`config.mk`:
```
export PLATFORM = sky130hd
export DESIGN_NAME = bounded_fifo_lifo_message_queue
export DESIGN_NICKNAME = d
export VERILOG_FILES = /design/src/rtl/bflmq_pkg.sv /design/src/rtl/bflmq_ram.sv /design/src/rtl/bounded_fifo_lifo_message_queue.sv
export SDC_FILE = /design/constraint.sdc
export NUM_CORES = 2
export LEC_CHECK = 0
export ABC_AREA = 1
export BUFFER_PORTS_ARGS = -buffer_cell sky130_fd_sc_hd__buf_2
export CAP_MARGIN = 20
export CORE_MARGIN = 1.5
export CORE_UTILIZATION = 30
export CTS_CLUSTER_SIZE = 28
export DETAILED_ROUTE_END_ITERATION = 7
export MAX_ROUTING_LAYER = met4
export PLACE_DENSITY = 0.48
export SETUP_SLACK_MARGIN = 0.5
export SLEW_MARGIN = 0
export SYNTH_ARGS = -nofsm -noshare
export SYNTH_HDL_FRONTEND = slang
export SYNTH_HIERARCHICAL = 1
export SYNTH_SLANG_ARGS = --single-unit
```
`constraint.sdc`:
```
create_clock -name clk_i -period 18.89 [get_ports clk_i]
set_clock_uncertainty 0.2 [all_clocks]
set_input_delay 0 -clock clk_i [delete_from_list [all_inputs] [get_ports clk_i]]
set_output_delay 0 -clock clk_i [all_outputs]
set_load 0.02 [all_outputs]
```
`src/rtl/bflmq_pkg.sv`:
```
// Package for the bounded FIFO/LIFO message queue: sizes, item structs,
// operation and register codes, and the ring slot helper.
// No dependencies.
`default_nettype none

package bflmq_pkg;

  localparam int RING_DEPTH   = 64;
  localparam int MESSAGE_BITS = 64;
  localparam int PTR_W        = $clog2(RING_DEPTH);
  localparam int CNT_W        = $clog2(RING_DEPTH + 1);
  localparam int LIMIT_W      = 7;
  localparam int CMP_W        = (CNT_W > LIMIT_W) ? CNT_W : LIMIT_W;
  localparam int CFG_IDX_W    = 2;
  localparam int CFG_DATA_W   = 7;

  // Operation codes; code 3 is unused and leaves the queue unchanged
  localparam logic [1:0] FUNC_POST  = 2'd0;
  localparam logic [1:0] FUNC_TAKE  = 2'd1;
  localparam logic [1:0] FUNC_CLEAR = 2'd2;

  // Register indexes
  localparam logic [CFG_IDX_W-1:0] REG_LIFO_MODE   = 2'd0;
  localparam logic [CFG_IDX_W-1:0] REG_SIZE_LIMIT  = 2'd1;
  localparam logic [CFG_IDX_W-1:0] REG_ALLOW_DUPS  = 2'd2;

  typedef struct packed {
    logic [1:0]  func;
    logic [63:0] message_word;
  } in_item_t;

  typedef struct packed {
    logic        taken_valid;
    logic [63:0] taken_message;
    logic        dropped_oldest;
    logic        refused_duplicate;
    logic        refused_full;
    logic [6:0]  queued_count;
  } out_item_t;

  typedef enum logic [1:0] {
    ST_IDLE = 2'b01,
    ST_EXEC = 2'b10
  } state_e;

  // Slot of the entry offset places past ptr, wrapped around the ring.
  // ptr < RING_DEPTH and offset <= RING_DEPTH, so one subtract suffices.
  function automatic logic [PTR_W-1:0] ring_slot(input logic [PTR_W-1:0] ptr,
                                                 input logic [CNT_W-1:0] offset);
    logic [CNT_W:0] sum;
    sum = (CNT_W + 1)'(ptr) + (CNT_W + 1)'(offset);
    if (sum >= (CNT_W + 1)'(RING_DEPTH)) begin
      sum = sum - (CNT_W + 1)'(RING_DEPTH);
    end
    return sum[PTR_W-1:0];
  endfunction

endpackage

`default_nettype wire

```
`src/rtl/bflmq_ram.sv`:
```
// Generic single-port-write, single-port-read RAM with registered read.
// No dependencies.
`default_nettype none

module bflmq_ram #(
  parameter int WIDTH = 64,
  parameter int DEPTH = 64
) (
  input  wire logic                     clk_i,
  input  wire logic                     we_i,
  input  wire logic [$clog2(DEPTH)-1:0] waddr_i,
  input  wire logic [WIDTH-1:0]         wdata_i,
  input  wire logic                     re_i,
  input  wire logic [$clog2(DEPTH)-1:0] raddr_i,
  output logic      [WIDTH-1:0]         rdata_o
);

  logic [WIDTH-1:0] mem [DEPTH];

  always_ff @(posedge clk_i) begin
    if (we_i) begin
      mem[waddr_i] <= wdata_i;
    end
    if (re_i) begin
      rdata_o <= mem[raddr_i];
    end
  end

endmodule

`default_nettype wire

```
`src/rtl/bounded_fifo_lifo_message_queue.sv`:
```
// Bounded message queue, top level: control, pointers and output register.
// Depends on bflmq_pkg and bflmq_ram.
//
// A result is registered once its item has executed; execution waits while a
// stalled result holds the output register. No new item is taken while one
// executes: the ring RAM's registered read is followed by the read-modify-write
// of the pointers and the ring. Reset clears pointers, count, mode, limit and
// output valid at once and sets allow-duplicates; the ring needs no clearing.
`default_nettype none

module bounded_fifo_lifo_message_queue (
  input  wire logic                              clk_i,
  input  wire logic                              rst_ni,
  input  wire logic                              in_valid_i,
  output logic                                   in_stall_o,
  input  wire bflmq_pkg::in_item_t               in_data_i,
  output logic                                   out_valid_o,
  input  wire logic                              out_stall_i,
  output bflmq_pkg::out_item_t                   out_data_o,
  input  wire logic                              cfg_we_i,
  input  wire logic [bflmq_pkg::CFG_IDX_W-1:0]   cfg_idx_i,
  input  wire logic [bflmq_pkg::CFG_DATA_W-1:0]  cfg_wdata_i
);

  localparam int PW = bflmq_pkg::PTR_W;
  localparam int CW = bflmq_pkg::CNT_W;
  localparam int MW = bflmq_pkg::MESSAGE_BITS;
  localparam int XW = bflmq_pkg::CMP_W;

  bflmq_pkg::state_e state_q, state_d;

  // Queue state
  logic [PW-1:0] oldest_q, oldest_d;
  logic [CW-1:0] count_q, count_d;

  // Configuration registers
  logic                            lifo_q;
  logic [bflmq_pkg::LIMIT_W-1:0]   limit_q;
  logic                            allow_dup_q;

  // Item held during execution
  logic [1:0]    func_q;
  logic [MW-1:0] msg_q;

  // Output register
  logic                  out_valid_q;
  bflmq_pkg::out_item_t  out_data_q, result;

  // Ring access
  logic          accept, finish;
  logic [PW-1:0] raddr, waddr;
  logic          ram_we;
  logic [MW-1:0] rdata;
  logic [CW-1:0] newest_off;

  assign in_stall_o  = (state_q != bflmq_pkg::ST_IDLE);
  assign accept      = in_valid_i && !in_stall_o;
  assign out_valid_o = out_valid_q;
  assign out_data_o  = out_data_q;

  // Finish an item only when the output register is free or drains now
  assign finish = (state_q == bflmq_pkg::ST_EXEC) && (!out_valid_q || !out_stall_i);

  // Read address: the oldest entry for a FIFO take, else the newest entry.
  // After a drop the newest entry keeps its slot, so one address serves
  // both the duplicate check and a LIFO take.
  assign newest_off = (count_q != '0) ? (count_q - CW'(1)) : '0;

  always_comb begin
    if ((in_data_i.func == bflmq_pkg::FUNC_TAKE) && !lifo_q) begin
      raddr = oldest_q;
    end else begin
      raddr = bflmq_pkg::ring_slot(oldest_q, newest_off);
    end
  end

  // Execute the held item against the read data
  always_comb begin
    logic          drop;
    logic [CW-1:0] cnt1;
    logic [PW-1:0] old1;
    logic          dup;
    logic          full;

    result   = '0;
    oldest_d = oldest_q;
    count_d  = count_q;
    ram_we   = 1'b0;
    // The new entry goes one past the newest, whether or not a drop happened
    waddr    = bflmq_pkg::ring_slot(oldest_q, count_q);

    drop = (limit_q != '0) && (XW'(limit_q) == XW'(count_q)) && (count_q != '0);
    cnt1 = drop ? (count_q - CW'(1)) : count_q;
    old1 = drop ? bflmq_pkg::ring_slot(oldest_q, CW'(1)) : oldest_q;
    dup  = !allow_dup_q && (cnt1 != '0) && (rdata == msg_q);
    full = !dup && (cnt1 >= CW'(bflmq_pkg::RING_DEPTH));

    case (func_q)
      bflmq_pkg::FUNC_POST: begin
        result.dropped_oldest    = drop;
        result.refused_duplicate = dup;
        result.refused_full      = full;
        oldest_d = old1;
        count_d  = cnt1;
        if (!dup && !full) begin
          ram_we  = finish;
          count_d = cnt1 + CW'(1);
        end
      end
      bflmq_pkg::FUNC_TAKE: begin
        if (count_q != '0) begin
          result.taken_valid   = 1'b1;
          result.taken_message = 64'(rdata);
          count_d = count_q - CW'(1);
          if (!lifo_q) begin
            oldest_d = bflmq_pkg::ring_slot(oldest_q, CW'(1));
          end
        end
      end
      bflmq_pkg::FUNC_CLEAR: begin
        oldest_d = '0;
        count_d  = '0;
      end
      default: begin
        // Unused code: leave the queue as it is
      end
    endcase

    result.queued_count = 7'(count_d);
  end

  always_comb begin
    state_d = state_q;
    case (state_q)
      bflmq_pkg::ST_IDLE: if (accept) state_d = bflmq_pkg::ST_EXEC;
      bflmq_pkg::ST_EXEC: if (finish) state_d = bflmq_pkg::ST_IDLE;
      default:            state_d = bflmq_pkg::ST_IDLE;
    endcase
  end

  bflmq_ram #(
    .WIDTH(MW),
    .DEPTH(bflmq_pkg::RING_DEPTH)
  ) u_ring (
    .clk_i   (clk_i),
    .we_i    (ram_we),
    .waddr_i (waddr),
    .wdata_i (msg_q),
    .re_i    (accept),
    .raddr_i (raddr),
    .rdata_o (rdata)
  );

  // Control state
  always_ff @(posedge clk_i or negedge rst_ni) begin
    if (!rst_ni) begin
      state_q     <= bflmq_pkg::ST_IDLE;
      oldest_q    <= '0;
      count_q     <= '0;
      lifo_q      <= 1'b0;
      limit_q     <= '0;
      allow_dup_q <= 1'b1;
      out_valid_q <= 1'b0;
    end else begin
      state_q <= state_d;
      if (finish) begin
        oldest_q    <= oldest_d;
        count_q     <= count_d;
        out_valid_q <= 1'b1;
      end else if (out_valid_q && !out_stall_i) begin
        out_valid_q <= 1'b0;
      end
      // Idle-only configuration is up to the user; mode/limit writes empty the queue
      if (cfg_we_i) begin
        case (cfg_idx_i)
          bflmq_pkg::REG_LIFO_MODE: begin
            lifo_q   <= cfg_wdata_i[0];
            oldest_q <= '0;
            count_q  <= '0;
          end
          bflmq_pkg::REG_SIZE_LIMIT: begin
            limit_q  <= cfg_wdata_i[bflmq_pkg::LIMIT_W-1:0];
            oldest_q <= '0;
            count_q  <= '0;
          end
          bflmq_pkg::REG_ALLOW_DUPS: allow_dup_q <= cfg_wdata_i[0];
          default: begin
            // Index beyond the register list: drop the write
          end
        endcase
      end
    end
  end

  // Payload registers
  always_ff @(posedge clk_i) begin
    if (accept) begin
      func_q <= in_data_i.func;
      msg_q  <= in_data_i.message_word[MW-1:0];
    end
    if (finish) begin
      out_data_q <= result;
    end
  end

endmodule

`default_nettype wire

```
==> summary.md <==
| Metric | Value |
|---|---|
| Peak supply drop | 0.188 mV |
| Post-synth EDFFs | 4301 |
| Tot GR Track Use | 22.1% |
| Fill cells | 56.9k |
| Final instance area | 0.199 mm² |
| Sum of negative setup slack | 0 ps |
| Outcome | complete, no violations |
| Top FF cell, synth | edfxtp_1 |
| Final WL | 649000 µm |
| H-tree levels | 5 |
| Chip width | 764 µm |
| Slew Viols, Final | 0 |
| Critical Path Start Type | register |
| Area grow syn2layout | 14.6% |
| CP required | 19500 ps |
| Initial DRC Count | 15.6k |
| Post-synthesis mux area share | 0.00647% |
| Fin util | 34.5% |
| Yosys top cell by area | edfxtp_1 |
| Distinct cells, synth | 46 |
| Final setup fails | 0 |
| Hold wc startpoint | in_data_i[19] |
| Largest net degree at the start of global routing | 181 |
| Dpl hpwl | 349000 µm |
| Post-Synth XOR/XNOR Area | 0.176% |
| Commonest cells post-synth | nand2_1, edfxtp_1, nand3_1 |
| Register bit total from synthesis | 4326 |
| Drt wl/cell | 28.7 µm |
| Core area | 0.577 mm² |
| Num Clock Sinks | 4326 |
| Worst hold path type | in2reg |
| Worst Max-Slew Pin Slew | 1240 ps |
| Worst Setup SP | count_q[1] |
| Most common cell in the netlist | nand2_1 |
| Layout Nets | 14.6k |
| Post-Synth Adder-Cell Area | 0.131% |
| Post-synthesis sequential area ratio | 74.6% |
| Post-Synth Simple-Gate Area | 21.7% |
| RSZ-0062 raised after global routing | false |
| Clk_lat worst skew | 1080 ps |
| Compound-gate portion of the synthesized area | 0.268% |
| Hold Worst Slack | 66.6 ps |
| Worst Path Max Fanout | 126 |
| Clock buffer depth | 4 |
| Warnings from Yosys | 6 |
| First-pass GRT wire length | 894000 µm |
| P_leak | 69.2 nW |
| Multi-input logic area | 0.0393 mm² |
| Detail Route Antenna Nets | 0 |
| Post-synth top area share | 74.2% |
| I/O Buffers | 156 |
| Num rows | 279 |
| CTS clk-pin slew, worst paths | 70 ps |
| Seq. cell area | 0.130 mm² |
| Gr ovfl total | 0 |
| Post-Syn Area | 0.174 mm² |
| Crit-path most repeated cell | buf_4 |
| CP Capture Type | register |
| Initial antenna violation count | 48 |
| Vias/cell | 5.22 |
| Hold Violations, Final | 0 |
| Worst path top cell family by delay | buffers and inverters |
| Maxcap violations | 0 |
| Fraction of layout cells with a size suffix above 1 | 8.41% |
| CP Cell Sequence | inv_1 -> ha_1 -> nand3_2 -> nor2_4 -> inv_2 -> ha_1 -> ha_1 -> inv_1 -> fa_1 -> o21ai_4 -> buf_4 -> buf_12 -> buf_4 -> buf_4 -> buf_4 -> buf_4 -> nand3_1 -> nand3_1 -> nand3_1 -> nand3_1 -> nand2_1 -> nand2_1 -> nand2_1 |
| WP buf/inv | 9 |
| Pwr Density | 152 mW/mm² |
| Max Clock Freq | 0.115 GHz |
| Type of the worst setup path | reg2reg |
| Post-Synthesis Cells | 14.2k |
| DR DRC count | 0 |
| Largest stage delay on the critical path | 770 ps |
| Synth area leaders | edfxtp_1, nand3_1, nand2_1 |
| Die height | 764 µm |
| Vias in the first global route | 108k |
| Post-synth ARST share | 0.578% |
| Initial Utilization | 30.1% |
| TritonCTS clock tree | built |
| Slew HR | 17.0% |
| Drt pass-1 iters | 6 |
| R2r startpoint | count_q[1] |
| CTS Buf Count | 449 |
| Vias | 118k |
| Worst endpoint data arrival time | 9330 ps |
| Io pins | 157 |
| Post-Syn Nets | 14.3k |
| Synthesized area per cell | 12.2 µm² |
| Final period util | 46.2% |
| Final GP Congestion | 0.847 |
| CTS resizes | 0 |
| Die area | 0.584 mm² |
| Post-DP Area | 0.183 mm² |
| Largest family of logic cells by synthesized area | simple AND/OR/NAND/NOR gates |
| Min cycle time layout | 8720 ps |
| CP max stage cell | buf_4 |
| Root Driver | clkbuf_16 |
-- worst min-delay path, stage by stage --
cell,delay (ps)
dlygate4sd3_1,510
buf_2,100
dlygate4sd3_1,570
-- path summary, 6_finish.rpt --
path                            cells past startpoint                  to  slack [ps]
max in group asynchronous                           5         allow_dup_q       17930
worst max-delay path                               23  u_ring/rdata_o[37]       10170
min in group asynchronous                           5          count_q[6]         320
worst min-delay path                                3           msg_q[19]          70
worst max register to register                     23  u_ring/rdata_o[37]       10170
worst min register to register                      2          limit_q[0]         370
-- area by class of cell --
cell class,instances,share of cell area [%]
antenna,32,0.0402
tap,7727,4.85
multi-input combinational,8823,19.7
sequential,4326,65.1
clock inverter,283,1.22
timing repair buffer,708,2.89
clock buffer,538,5.85
inverter,153,0.320
-- power breakdown --
part	total (mW)	switching [mW]	internal, mW
combinational	10.6	8.01	2.62
sequential	11.0	0.212	10.8
clock	8.70	3.91	4.79
total	30.3	12.1	18.2
-- sequential cells by signal, indices dropped and copies added (netlist names) --
signal,cells
allow_dup_q,1
count_q,7
func_q,2
lifo_q,1
limit_q,7
msg_q,64
oldest_q,6
out_data_o,75
out_valid_o,1
state_q,2
u_ring/mem,4096
u_ring/rdata_o,64
-- stage by stage --
| stage | instances | power (mW) | setup slack (ps) |
|---|---|---|---|
| after floorplan | 14200 | 17.9 | 7890 |
| after global routing | 22600 | 31.6 | 9930 |
| after detailed placement | 21600 | 21.7 | 10430 |
| after global placement | 21500 | 21.7 | 10500 |
| final | 22600 | 30.3 | 10170 |
| after CTS | 22600 | 30.4 | 10380 |
-- logic make-up (layout without fill, tap and decap cells) --
group | after synthesis | in the layout
AND/OR/NAND/NOR | 8692 | 8692
flip-flops | 4326 | 4326
buffers and inverters | 1059 | 1682
AO/OA/AOI/OAI | 79 | 79
XOR/XNOR | 34 | 34
adder cells (fa/ha/maj) | 17 | 17
multiplexers | 1 | 1
other | 0 | 32
-- metal layers --
layer	GRT usage, %	wire length (µm)	vias to the layer above	part of all wire [%]
met2	33.4	294000	5519	45
met1	31.3	282000	60400	44
met5	-	0	-	0
met4	6.00	20200	0	3.1
li1	-	-	51200	-
met3	2.97	52700	932	8.1
-- what timing repair did --
action                                  CTS  global route
hold endpoints to repair                222             0
endpoints found under the setup margin    0             0
buffers inserted                          0             0
hold buffers                            182             0
-- cell usage in the layout, fill, tap and decap left out, types with 59 or more instances in the layout --
master	Yosys	layout
clkbuf_16	0	453
inv_1	143	140
nor2_1	169	112
nand3_1	3876	3876
nand2_1	4570	4570
dlygate4sd3_1	0	181
buf_2	501	156
clkinv_2	0	92
clkbuf_1	152	85
nor2_4	2	59
buf_4	134	342
clkinv_1	0	131
edfxtp_1	4301	4301
(Power assumes the default switching activity.)
